[config.mk]
export PLATFORM = sky130hd
export DESIGN_NAME = aabb_pair_collision_table
export DESIGN_NICKNAME = d
export VERILOG_FILES = /design/src/rtl/core/apc_pkg.sv /design/src/rtl/core/apc_store.sv /design/src/rtl/core/apc_sweep.sv /design/src/rtl/core/aabb_pair_collision_table.sv
export SDC_FILE = /design/constraint.sdc
export NUM_CORES = 1
export LEC_CHECK = 0
export ABC_AREA = 1
export BUFFER_PORTS_ARGS = -buffer_cell sky130_fd_sc_hd__buf_2
export CORE_MARGIN = 5
export CORE_UTILIZATION = 62
export CTS_CLUSTER_SIZE = 25
export DETAILED_ROUTE_END_ITERATION = 10
export GPL_ROUTABILITY_DRIVEN = 0
export PLACE_DENSITY_LB_ADDON = 0.05
export SYNTH_ARGS = -nofsm -noshare
export SYNTH_HDL_FRONTEND = slang
export SYNTH_SLANG_ARGS = --single-unit
[constraint.sdc]
create_clock -name clk -period 6.95 [get_ports clk]
set_input_delay 1.39 -clock clk [delete_from_list [all_inputs] [get_ports clk]]
set_output_delay 1.39 -clock clk [all_outputs]
set_load 0.01 [all_outputs]
[src/rtl/core/apc_pkg.sv]
// Shared types, constants and helper functions for the collider pair table.
package apc_pkg;

  localparam int SLOT_COUNT = 8;
  localparam int TYPE_COUNT = 8;
  localparam int SLOT_IW    = (SLOT_COUNT > 1) ? $clog2(SLOT_COUNT) : 1;
  localparam int SLOT_FW    = 3;
  localparam int KIND_W     = 3;
  localparam int MASK_W     = 64;

  localparam logic [MASK_W-1:0] PAIR_MASK_RST = 64'd9116009822962252800;

  localparam logic [1:0] CMD_ADD   = 2'd0;
  localparam logic [1:0] CMD_MOVE  = 2'd1;
  localparam logic [1:0] CMD_ERASE = 2'd2;
  localparam logic [1:0] CMD_SWEEP = 2'd3;

  localparam logic ST_OK   = 1'b0;
  localparam logic ST_FAIL = 1'b1;

  typedef struct packed {
    logic signed [15:0] x;
    logic signed [15:0] y;
    logic [11:0]        w;
    logic [11:0]        h;
  } apc_rect_t;

  typedef struct packed {
    logic [KIND_W-1:0] kind;
    logic              listener;
  } apc_attr_t;

  // write request into the slot store
  typedef struct packed {
    logic               rect_en;
    logic               attr_en;
    logic [SLOT_IW-1:0] addr;
    apc_rect_t          rect;
    apc_attr_t          attr;
  } apc_wr_t;

  // one result item on the out_ side
  typedef struct packed {
    logic               v;
    logic               status;
    logic [SLOT_FW-1:0] slot;
    logic [SLOT_FW-1:0] other;
    logic               is_event;
    logic               last;
  } apc_res_t;

  // strict overlap; sums formed one bit wider so they never wrap
  function automatic logic rect_overlap(apc_rect_t a, apc_rect_t b);
    logic signed [16:0] ax, ay, bx, by, axe, aye, bxe, bye;
    ax  = $signed({a.x[15], a.x});
    ay  = $signed({a.y[15], a.y});
    bx  = $signed({b.x[15], b.x});
    by  = $signed({b.y[15], b.y});
    axe = ax + $signed({5'b0, a.w});
    aye = ay + $signed({5'b0, a.h});
    bxe = bx + $signed({5'b0, b.w});
    bye = by + $signed({5'b0, b.h});
    return (ax < bxe) && (axe > bx) && (ay < bye) && (aye > by);
  endfunction

  function automatic logic notified(apc_attr_t rcv, apc_attr_t oth,
                                    logic [MASK_W-1:0] mask);
    logic ok;
    ok = rcv.listener && (int'(rcv.kind) < TYPE_COUNT) && (int'(oth.kind) < TYPE_COUNT);
    return ok && mask[{rcv.kind, oth.kind}];
  endfunction

endpackage

[src/rtl/core/apc_store.sv]
// Slot store: rectangle and attribute memories, one write and one registered read port.
module apc_store
  import apc_pkg::*;
(
  input  logic               clk,
  input  apc_wr_t            wr,
  input  logic               rd_en,
  input  logic [SLOT_IW-1:0] rd_addr,
  output apc_rect_t          rd_rect,
  output apc_attr_t          rd_attr
);

  apc_rect_t rect_mem [SLOT_COUNT];
  apc_attr_t attr_mem [SLOT_COUNT];
  apc_rect_t rd_rect_r;
  apc_attr_t rd_attr_r;

  always_ff @(posedge clk) begin
    if (wr.rect_en) begin
      rect_mem[wr.addr] <= wr.rect;
    end
    if (wr.attr_en) begin
      attr_mem[wr.addr] <= wr.attr;
    end
  end

  always_ff @(posedge clk) begin
    if (rd_en) begin
      rd_rect_r <= rect_mem[rd_addr];
      rd_attr_r <= attr_mem[rd_addr];
    end
  end

  assign rd_rect = rd_rect_r;
  assign rd_attr = rd_attr_r;

endmodule

[src/rtl/core/apc_sweep.sv]
// Pair sweep sequencer: walks slot pairs through the store read port and emits events.
module apc_sweep
  import apc_pkg::*;
(
  input  logic                  clk,
  input  logic                  rst_n,
  input  logic                  go,
  input  logic [SLOT_COUNT-1:0] used,
  input  logic [MASK_W-1:0]     pair_mask,
  output logic                  busy,
  output logic                  rd_en,
  output logic [SLOT_IW-1:0]    rd_addr,
  input  apc_rect_t             rd_rect,
  input  apc_attr_t             rd_attr,
  output apc_res_t              res
);

  localparam logic [SLOT_IW-1:0] LAST_SLOT = SLOT_IW'(SLOT_COUNT - 1);
  localparam logic [SLOT_IW-1:0] PEN_SLOT  = SLOT_IW'(SLOT_COUNT - 2);

  logic               sweep_on_r, issuing_r;
  logic [SLOT_IW-1:0] ii_r, kk_r;
  logic               tag_v_r, tag_ld_r;
  logic [SLOT_IW-1:0] tag_k_r;
  logic               second_r;
  apc_rect_t          a_rect_r;
  apc_attr_t          a_attr_r;
  logic [SLOT_IW-1:0] a_idx_r;
  logic               pend_v_r;
  logic [SLOT_IW-1:0] pend_slot_r, pend_other_r;
  apc_res_t           out_r;

  logic               at_load, iss_valid, row_end, stall;
  logic               ovl, cmp_hit, e1, e2, have_ev, finish;
  logic [SLOT_IW-1:0] ev_slot, ev_other;

  // issue side
  always_comb begin
    at_load   = (kk_r == ii_r);
    rd_addr   = at_load ? ii_r : kk_r;
    iss_valid = at_load ? used[ii_r] : (used[ii_r] && used[kk_r]);
    row_end   = at_load ? !used[ii_r] : (kk_r == LAST_SLOT);
  end

  // compare side: tag_k_r is the slot whose data sits on the read port
  always_comb begin
    ovl      = rect_overlap(a_rect_r, rd_rect);
    cmp_hit  = tag_v_r && !tag_ld_r && ovl;
    e1       = cmp_hit && notified(a_attr_r, rd_attr, pair_mask);
    e2       = cmp_hit && notified(rd_attr, a_attr_r, pair_mask);
    stall    = e1 && e2 && !second_r;
    have_ev  = second_r || e1 || e2;
    ev_slot  = (second_r || !e1) ? tag_k_r : a_idx_r;
    ev_other = (second_r || !e1) ? a_idx_r : tag_k_r;
    finish   = sweep_on_r && !issuing_r && !tag_v_r;
  end

  assign rd_en = issuing_r && !stall;
  assign busy  = sweep_on_r;
  assign res   = out_r;

  always_ff @(posedge clk) begin
    if (!rst_n) begin
      sweep_on_r <= 1'b0;
      issuing_r  <= 1'b0;
      tag_v_r    <= 1'b0;
      second_r   <= 1'b0;
      pend_v_r   <= 1'b0;
      out_r      <= '0;
      ii_r       <= '0;
      kk_r       <= '0;
    end else if (go) begin
      sweep_on_r <= 1'b1;
      issuing_r  <= 1'b1;
      tag_v_r    <= 1'b0;
      second_r   <= 1'b0;
      pend_v_r   <= 1'b0;
      out_r      <= '0;
      ii_r       <= '0;
      kk_r       <= '0;
    end else begin
      out_r    <= '0;
      second_r <= stall;
      if (!stall) begin
        tag_v_r  <= issuing_r && iss_valid;
        tag_ld_r <= at_load;
        tag_k_r  <= rd_addr;
        if (issuing_r) begin
          if (row_end) begin
            if (ii_r == PEN_SLOT) begin
              issuing_r <= 1'b0;
            end else begin
              ii_r <= ii_r + 1'b1;
              kk_r <= ii_r + 1'b1;
            end
          end else begin
            kk_r <= kk_r + 1'b1;
          end
        end
      end
      if (tag_v_r && tag_ld_r) begin
        a_rect_r <= rd_rect;
        a_attr_r <= rd_attr;
        a_idx_r  <= tag_k_r;
      end
      // one event held back so the final one can carry last
      if (finish) begin
        sweep_on_r     <= 1'b0;
        out_r.v        <= 1'b1;
        out_r.status   <= ST_OK;
        out_r.is_event <= pend_v_r;
        out_r.last     <= 1'b1;
        out_r.slot     <= pend_v_r ? SLOT_FW'(pend_slot_r) : '0;
        out_r.other    <= pend_v_r ? SLOT_FW'(pend_other_r) : '0;
        pend_v_r       <= 1'b0;
      end else if (have_ev) begin
        if (pend_v_r) begin
          out_r.v        <= 1'b1;
          out_r.status   <= ST_OK;
          out_r.is_event <= 1'b1;
          out_r.last     <= 1'b0;
          out_r.slot     <= SLOT_FW'(pend_slot_r);
          out_r.other    <= SLOT_FW'(pend_other_r);
        end
        pend_v_r     <= 1'b1;
        pend_slot_r  <= ev_slot;
        pend_other_r <= ev_other;
      end
    end
  end

  a_stall_single: assert property (@(posedge clk) disable iff (!rst_n)
    stall |=> !stall)
    else $error("sweep stalled two cycles on one pair");

  a_issue_in_sweep: assert property (@(posedge clk) disable iff (!rst_n)
    (issuing_r || tag_v_r || pend_v_r) |-> sweep_on_r)
    else $error("sweep pipeline active outside a sweep");

  a_finish_last: assert property (@(posedge clk) disable iff (!rst_n)
    (finish && !go) |=> (out_r.v && out_r.last && !sweep_on_r))
    else $error("sweep ended without a last result");

endmodule

[src/rtl/core/aabb_pair_collision_table.sv]
// Top level of the collider pair table: command decode, slot occupancy and result port.
//
// Commands transfer on in_* when start is high and busy is low.
// Add, move and erase finish at the transfer edge; their single result
// (last=1) shows on out_* with out_strobe in the following cycle, and busy
// stays low, so a new command may follow in every cycle.
// Sweep raises busy from the next cycle. The sequencer reads one slot per
// cycle from the slot memory while it does not stall: one read per row slot
// (every slot but the last) and one per later slot of a used row, and it
// stalls for each overlapping pair that notifies both sides; compare and
// wind-down follow the last read. Each event is held back until the next
// one or the end of the sweep, so the last one can carry out_last; a sweep
// without events gives one empty result with out_last. busy falls in the
// cycle that shows that last result.
// out_strobe marks each result for exactly one cycle; the receiver cannot
// stall and must take every transfer.
// cfg_wr_en writes cfg_wr_data into the pair mask; write only while idle.
// Reset (rst_n low, synchronous) empties every slot and restores the mask.
module aabb_pair_collision_table
  import apc_pkg::*;
(
  input  logic              clk,
  input  logic              rst_n,
  input  logic              start,
  output logic              busy,
  input  logic [1:0]        in_command,
  input  logic [2:0]        in_slot,
  input  logic signed [15:0] in_rect_x,
  input  logic signed [15:0] in_rect_y,
  input  logic [11:0]       in_rect_w,
  input  logic [11:0]       in_rect_h,
  input  logic [2:0]        in_kind,
  input  logic              in_has_listener,
  output logic              out_strobe,
  output logic              out_status,
  output logic [2:0]        out_slot_out,
  output logic [2:0]        out_other_slot,
  output logic              out_is_event,
  output logic              out_last,
  input  logic              cfg_wr_en,
  input  logic [63:0]       cfg_wr_data
);

  logic [MASK_W-1:0]     pair_mask_r;
  logic [SLOT_COUNT-1:0] used_r;
  logic                  res_v_r, res_status_r;
  logic [SLOT_FW-1:0]    res_slot_r;

  logic                  accept, sweep_go, slot_ok, slot_used;
  logic                  free_found;
  logic [SLOT_IW-1:0]    free_idx, tgt_idx;
  apc_wr_t               wr;
  logic                  rd_en;
  logic [SLOT_IW-1:0]    rd_addr;
  apc_rect_t             rd_rect;
  apc_attr_t             rd_attr;
  apc_res_t              sw_res;

  always_comb begin
    accept    = start && !busy;
    sweep_go  = accept && (in_command == CMD_SWEEP);
    slot_ok   = (int'(in_slot) < SLOT_COUNT);
    tgt_idx   = in_slot[SLOT_IW-1:0];
    slot_used = slot_ok && used_r[tgt_idx];
    free_found = 1'b0;
    free_idx   = '0;
    for (int i = SLOT_COUNT - 1; i >= 0; i--) begin
      if (!used_r[SLOT_IW'(i)]) begin
        free_found = 1'b1;
        free_idx   = SLOT_IW'(i);
      end
    end
    wr.rect.x        = in_rect_x;
    wr.rect.y        = in_rect_y;
    wr.rect.w        = in_rect_w;
    wr.rect.h        = in_rect_h;
    wr.attr.kind     = in_kind;
    wr.attr.listener = in_has_listener;
    wr.addr    = (in_command == CMD_ADD) ? free_idx : tgt_idx;
    wr.attr_en = accept && (in_command == CMD_ADD) && free_found;
    wr.rect_en = wr.attr_en || (accept && (in_command == CMD_MOVE) && slot_used);
  end

  always_ff @(posedge clk) begin
    if (!rst_n) begin
      pair_mask_r <= PAIR_MASK_RST;
      used_r      <= '0;
      res_v_r     <= 1'b0;
    end else begin
      if (cfg_wr_en) begin
        pair_mask_r <= cfg_wr_data;
      end
      res_v_r <= accept && (in_command != CMD_SWEEP);
      if (accept) begin
        case (in_command)
          CMD_ADD: begin
            if (free_found) begin
              used_r[free_idx] <= 1'b1;
            end
            res_status_r <= free_found ? ST_OK : ST_FAIL;
            res_slot_r   <= free_found ? SLOT_FW'(free_idx) : '0;
          end
          CMD_MOVE: begin
            res_status_r <= slot_used ? ST_OK : ST_FAIL;
            res_slot_r   <= in_slot;
          end
          CMD_ERASE: begin
            if (slot_used) begin
              used_r[tgt_idx] <= 1'b0;
            end
            res_status_r <= slot_used ? ST_OK : ST_FAIL;
            res_slot_r   <= in_slot;
          end
          default: begin
          end
        endcase
      end
    end
  end

  apc_store u_store (
    .clk     (clk),
    .wr      (wr),
    .rd_en   (rd_en),
    .rd_addr (rd_addr),
    .rd_rect (rd_rect),
    .rd_attr (rd_attr)
  );

  apc_sweep u_sweep (
    .clk       (clk),
    .rst_n     (rst_n),
    .go        (sweep_go),
    .used      (used_r),
    .pair_mask (pair_mask_r),
    .busy      (busy),
    .rd_en     (rd_en),
    .rd_addr   (rd_addr),
    .rd_rect   (rd_rect),
    .rd_attr   (rd_attr),
    .res       (sw_res)
  );

  assign out_strobe     = res_v_r || sw_res.v;
  assign out_status     = sw_res.v ? sw_res.status   : res_status_r;
  assign out_slot_out   = sw_res.v ? sw_res.slot     : res_slot_r;
  assign out_other_slot = sw_res.v ? sw_res.other    : '0;
  assign out_is_event   = sw_res.v ? sw_res.is_event : 1'b0;
  assign out_last       = sw_res.v ? sw_res.last     : 1'b1;

  a_no_clash: assert property (@(posedge clk) disable iff (!rst_n)
    !(res_v_r && sw_res.v))
    else $error("command result and sweep result in one cycle");

  a_busy_end: assert property (@(posedge clk) disable iff (!rst_n)
    ($past(rst_n) && $fell(busy)) |-> (out_strobe && out_last))
    else $error("busy fell without the last sweep result");

  a_add_full: assert property (@(posedge clk) disable iff (!rst_n)
    (accept && (in_command == CMD_ADD) && (&used_r)) |=> (out_strobe && out_status))
    else $error("add on a full table did not report failure");

endmodule
== Yosys cells after proc, flatten, opt, wreduce, memory -nomap -nowiden ==
Memories as Yosys holds them, arrays and structs flattened. A register that Yosys moved wholly into a read port is not among the register bits.
Cells that the tools add are included.
Storage, ports and cells
  memories kept: 2
  word-level logic and storage cells: 182
  bits in writable memories: 480
  output and inout port bits: 11
  flip-flop bits (word level): 171
  input port bits: 133
Memories
  u_store.rect_mem: depth 8, width 56, read ports 1, clocked after Yosys merged registers in 1, wr ports 1, RTL line apc_store.sv:13  | apc_rect_t rect_mem [SLOT_COUNT];
  u_store.attr_mem: depth 8, width 4, read ports 1, clocked after Yosys merged registers in 1, wr ports 1, RTL line apc_store.sv:14  | apc_attr_t attr_mem [SLOT_COUNT];
Cells by class
  reductions and logical operators: 54
  add/subtract/negate cells: 6
  bitwise gates (word level): 9
  equal/unequal tests: 11
  order comparisons: 12
  mux-type cells: 59
Operators by type and width (number)
  $add 16x13->17: 4
  $mux 3: 15
  $gt 17x16->1: 2
  $lt 16x17->1: 2
  $mux 10: 3
  $mux 1: 29
  $logic_and 1x1->1: 26
  $lt 3x4->1 const B: 4
  $mux 8: 2
  $pmux 8 s2: 1
  $lt 6x7->1 const B: 2
  $bmux 1 s6: 2
  $reduce_and 3->1: 4
  $reduce_and 4->1: 3
  $ne 2x2->1 const B: 5
  $bmux 1 s3: 3
  $and 8x8->8: 1
  $logic_not 1->1: 8
  $not 8->8: 1
  $or 8x8->8: 1
  $add 3x1->3 const B: 2
  $demux 1 s3: 2
  $eq 3x3->1 const B: 2
  $ge 3x1->1 const B: 2
  other kinds (12): 25

== Longest topological paths before layout ==
  depth after elaboration: 11
  mapped depth: 30
  mapped depth without buffers: 30

== Cells and area by module ==
Synthesis repeated with hierarchy kept, for this count alone.
Second synthesis, totals
  cell total of the unflattened synthesis: 3796
  area total of the unflattened synthesis: 34860.9 µm²
Modules (own cells, without submodules)
  apc_store: cells each 2164, seq. area each 16215.6 µm², times used 1, area an instance 22868.2 µm²
  apc_sweep: cells each 1209, seq. area each 2592.5 µm², times used 1, area an instance 8851.0 µm²
  aabb_pair_collision_table: cells each 423, seq. area each 1581.5 µm², times used 1, area an instance 3141.8 µm²

== Least setup slack after synthesis ==
OpenSTA, ideal clock, no wires.
  path kind: reg-to-reg
  start point: register u_sweep.a_rect_r[40] (netlist name)
  end point: register u_store.rd_attr[0] (netlist name)
  data required time: 6.536 ns
  setup slack: 1.977 ns
  cell stages (with the launch flop): 26
  arrival: 4.559 ns
  setup time: 0.414 ns
  path buffers: 0
  clock period less this slack: 4.973 ns
  cell sequence: edfxtp_1 > ha_1 > inv_1 > fa_1 > inv_1 > a31oi_1 > o21ai_0 > a21oi_1 > o21bai_1 > nand2_1 > a21oi_1 > nand4_1 > and2_1 > ha_1 > nand2_1 > nor2_1 > inv_1 > nor2_1 > nand4_1 > nand4_1 > nand2_1 > nand3_1 > nor2_4 > nand4_4 > nand2_1 > inv_1
On the way
  longest elaborated chain between the ends: 11
  elaborated cells on any way between the ends: 13
  classes of those cells: add/sub: 1; order compare: 2; reduce/logical: 10
RTL lines
  from (decl): RTL line apc_sweep.sv:26  | apc_rect_t a_rect_r;
  from (signal assigned): RTL line apc_sweep.sv:102  | a_rect_r <= rd_rect;
  $add 16x13->17: RTL line apc_pkg.sv:59  | axe = ax + $signed({5'b0, a.w});
  $gt 17x16->1: RTL line apc_pkg.sv:63  | return (ax < bxe) && (axe > bx) && (ay < bye) && (aye > by);
  $logic_and 1x1->1 * (3 in a row): RTL line apc_pkg.sv:63
  $logic_and 1x1->1 *: RTL line apc_sweep.sv:48  | cmp_hit = tag_v_r && !tag_ld_r && ovl;
  $logic_and 1x1->1 (on tied branches): RTL line apc_sweep.sv:49, apc_sweep.sv:50
  $logic_and 1x1->1 * (2 in a row): RTL line apc_sweep.sv:51  | stall = e1 && e2 && !second_r;
  $logic_not 1->1 *: RTL line apc_sweep.sv:58  | assign rd_en = issuing_r && !stall;
  $logic_and 1x1->1 *: RTL line apc_sweep.sv:58
  via rd_en: RTL line aabb_pair_collision_table.sv:53  | logic rd_en;
The timed path passes the listed nets; every way through them passes the cells marked *.
A chain may end at the register's enable or synchronous reset.

== Worst setup path after layout ==
  start point: register u_store.rd_rect[0] (netlist name)
  end point: register u_store.rd_rect[30] (netlist name)
On the way
  longest elaborated chain between the ends: 10
  elaborated cells on any way between the ends: 11
  classes of those cells: add/sub: 1; order compare: 1; reduce/logical: 9
RTL lines
  $add 16x13->17 *: RTL line apc_pkg.sv:62  | bye = by + $signed({5'b0, b.h});
  $lt 16x17->1 *: RTL line apc_pkg.sv:63
  $logic_and 1x1->1 * (2 in a row): RTL line apc_pkg.sv:63
  $logic_and 1x1->1 *: RTL line apc_sweep.sv:48
  $logic_and 1x1->1 (on tied branches): RTL line apc_sweep.sv:49, apc_sweep.sv:50
  $logic_and 1x1->1 * (2 in a row): RTL line apc_sweep.sv:51
  $logic_not 1->1 *: RTL line apc_sweep.sv:58
  $logic_and 1x1->1 *: RTL line apc_sweep.sv:58
  via rd_en: RTL line aabb_pair_collision_table.sv:53
Marks and branches as above.

==> run summary <==
Status - complete, no violations
Main synth FF type - edfxtp_1
Maxcap violations - 0
Layout cells sized above 1 - 0.0979
Post-synth ARST share - 0
GRT Util Overall - 0.257
Startpoint Class - flip-flop
Drt total wl - 73.0 mm
CP Max Fanout - 32
Drt wl/cell - 18.9 µm
Worst Clk Skew - 13.3 ps
Placeable Area - 51100 µm²
Slew HR - 0.257
Area growth from synthesis to layout - 11.3%
Die height - 237 µm
Tot Pwr - 9.22 mW
# Post-CTS Setup Buffers - 0
Vias/cell - 5.82
Initial Util - 0.624
CP Capture Type - flip-flop
# rows - 83
Num CTS Buffers - 74
# IOs - 144
Synthesized area - 31900 µm²
First-pass GRT wire length - 115 mm
Hold Violations, Final - 0
Remaining antenna violation count - 0
Ys Warns - 0
P per Cell Area - 260 nW/µm²
Routed via count - 22500
Avg Cell Area, Syn - 10.6 µm²
Yosys reg bits - 710
CTS root buf - clkbuf_16
DRT met1 WL - 31.2 mm
CTS tree - done
Hold_ws - 448 ps
Port-buffer cells - 143
Synth cell types - 50
CP Data Required Time - 7220 ps
HP Class - flip-flop to flip-flop
Post-synthesis cell count - 3002
Final net count - 3381
Clk slew on worst S/H paths - 60 ps
Remaining DRCs - 0
Die Wd - 237 µm
Hold Buf Count CTS - 0
Final cell count without fillers - 3858
Crit share post-route - 0.782
Post-CTS Resized - 0
Num Clock Sinks - 710
Largest net degree at the start of global routing - 169
Number of enable flip-flop cells after synthesis - 617
Final Slew Violations - 0
Setup violators final - 0
Crit Path Category - flip-flop to flip-flop
Placed insts - 3726
1st-iter DRT viols - 2023
CTS max path bufs - 3
Drt pass-1 iters - 5
Crit path time final - 5430 ps
Number of global-route vias before repair - 21600
Critical Path AT - 5710 ps
WL met2 - 35.4 mm
Later-pin clock latency in the skew report - 620 ps
Initial antenna violation count - 4
Grt ovf - 0
Fmax - 0.184 GHz
Met3 wire length - 4.94 mm
H-tree depth - 3
RSZ-0062 raised after global routing - no
Leakage - 13.6 nW
Die ar. - 56000 µm²
Sequential area share after synthesis - 0.640
Setup total negative slack - 0 ps
DP Wirelength - 45.0 mm
Worst Tran Pin Value - 1110 ps
Highest metal used - met5
Fillers - 3677
Worst VDD drop - 0.292 mV
==> final timing paths <==
| check | slack, ps | from | cells after the start | end |
|---|---|---|---|---|
| hold reg to reg | 450 | u_sweep.tag_k_r[2] | 0 | u_sweep.a_idx_r[2] |
| setup reg to reg | 1520 | u_store.rd_rect[0] | 26 | u_store.rd_rect[30] |
| hold / removal | 450 | u_sweep.tag_k_r[2] | 0 | u_sweep.a_idx_r[2] |
| setup / recovery | 1520 | u_store.rd_rect[0] | 26 | u_store.rd_rect[30] |
==> layout make-up <==
cell class,instances,area [µm²],area share
Antenna cell,2,5.00,0.000141
Timing Repair Buffer,172,946,0.0267
Clock buffer,99,2010,0.0566
Multi-Input combinational cell,1972,10200,0.289
Tap cell,680,851,0.0240
Sequential cell,710,20400,0.575
Inverter,192,741,0.0209
Clock inverter,31,302,0.00850
==> cell usage after synthesis, drive strengths merged (17+ instances only) <==
master  count  share of area
nand2     400          0.047
nor2      581          0.069
ha        122          0.048
a31oi      68          0.013
inv       186          0.022
edfxtp    617           0.58
o21ai     336          0.053
xnor2      22         0.0060
a21oi      81          0.013
xor2       33         0.0091
clkbuf    102          0.012
o22ai      63          0.012
buf        41         0.0080
dfxtp      93          0.058
nand3     177          0.028
nand4      17         0.0038
==> worst max-delay path, cell delays in order (launching register included) <==
cell and delay [ps]:
edfxtp_1 420, ha_1 260, fa_1 420, a21oi_1 180, o21ai_0 180, nand2_1 120, nand3_1 140, a21oi_1 170
o21bai_1 110, nand2_1 80, o2bb2ai_1 210, nor2_1 70, nand2_1 110, nand2_1 80, ha_1 320, a21oi_1 190
o21ai_0 120, nor2_1 180, nand2_1 90, nand2_1 60, nand2_1 110, nand3_1 160, nor2_4 60, nand4_4 110
nand2_1 80, inv_2 540, buf_4 470
==> sequential cells by signal, summed over array words and instances (netlist names) <==
name	flops
res_v_r	1
pair_mask_r	64
u_sweep.kk_r	3
u_store.attr_mem	32
u_sweep.a_idx_r	3
u_sweep.tag_k_r	3
res_slot_r	3
u_store.rect_mem	448
u_sweep.issuing_r	1
u_sweep.busy	1
u_sweep.res	9
u_sweep.pend_v_r	1
u_sweep.a_rect_r	56
u_sweep.pend_slot_r	3
u_sweep.second_r	1
u_sweep.tag_v_r	1
u_sweep.pend_other_r	3
u_sweep.a_attr_r	4
u_store.rd_attr	4
u_sweep.ii_r	3
u_sweep.tag_ld_r	1
res_status_r	1
u_store.rd_rect	56
used_r	8
==> where the power goes <==
group	internal, mW	switching, mW	total (mW)
logic	0.217	0.441	0.658
registers	4.72	0.0652	4.79
clock network	2.16	1.61	3.77
total	7.10	2.11	9.22
==> layout by cell type, fill, tap and decap left out, types with 5 or more instances in the layout <==
cell type / n
conb_1: 16
a31oi_1: 68
o21ai_0: 331
nand2_1: 399
a21oi_1: 78
clkinv_1: 17
nand4_1: 16
dfxtp_1: 91
nor3_1: 10
clkbuf_1: 19
clkinv_2: 7
edfxtp_1: 617
inv_16: 5
nor2_4: 10
buf_4: 28
xor2_1: 33
nor2_1: 570
ha_1: 122
a21boi_1: 6
clkbuf_16: 75
o22ai_1: 63
nand3_1: 175
inv_1: 178
buf_2: 143
xnor2_1: 22
o21bai_1: 7
==> routing by layer <==
layer | up-vias | track usage
met5 | - | 0
met4 | 2 | 0.0659
met3 | 132 | 0.0408
met2 | 773 | 0.427
met1 | 10800 | 0.360
li1 | 10700 | -
==> through the flow <==
stage | setup WS, ps | area [µm²] | util
2_1_floorplan | 1980 | 31900 | -
3_3_place_gp | 1760 | 33200 | 0.649
3_5_place_dp | 1630 | 33200 | 0.649
4_1_cts | 1590 | 35500 | 0.694
5_1_grt | 1110 | 35500 | 0.695
6_report | 1520 | 35500 | 0.695
==> cell families (layout without fill, tap and decap cells) <==
family,after synthesis,after routing,synth area share
xor gates and xnor gates,55,55,0.0151
AOI/OAI and AO/OA,579,579,0.100
adders and majority gates,126,126,0.0504
DFF,710,710,0.640
buffers and inverters,335,494,0.0429
other,1,18,0.000118
and+or+nand+nor,1196,1196,0.152
(Power assumes the default switching activity.)
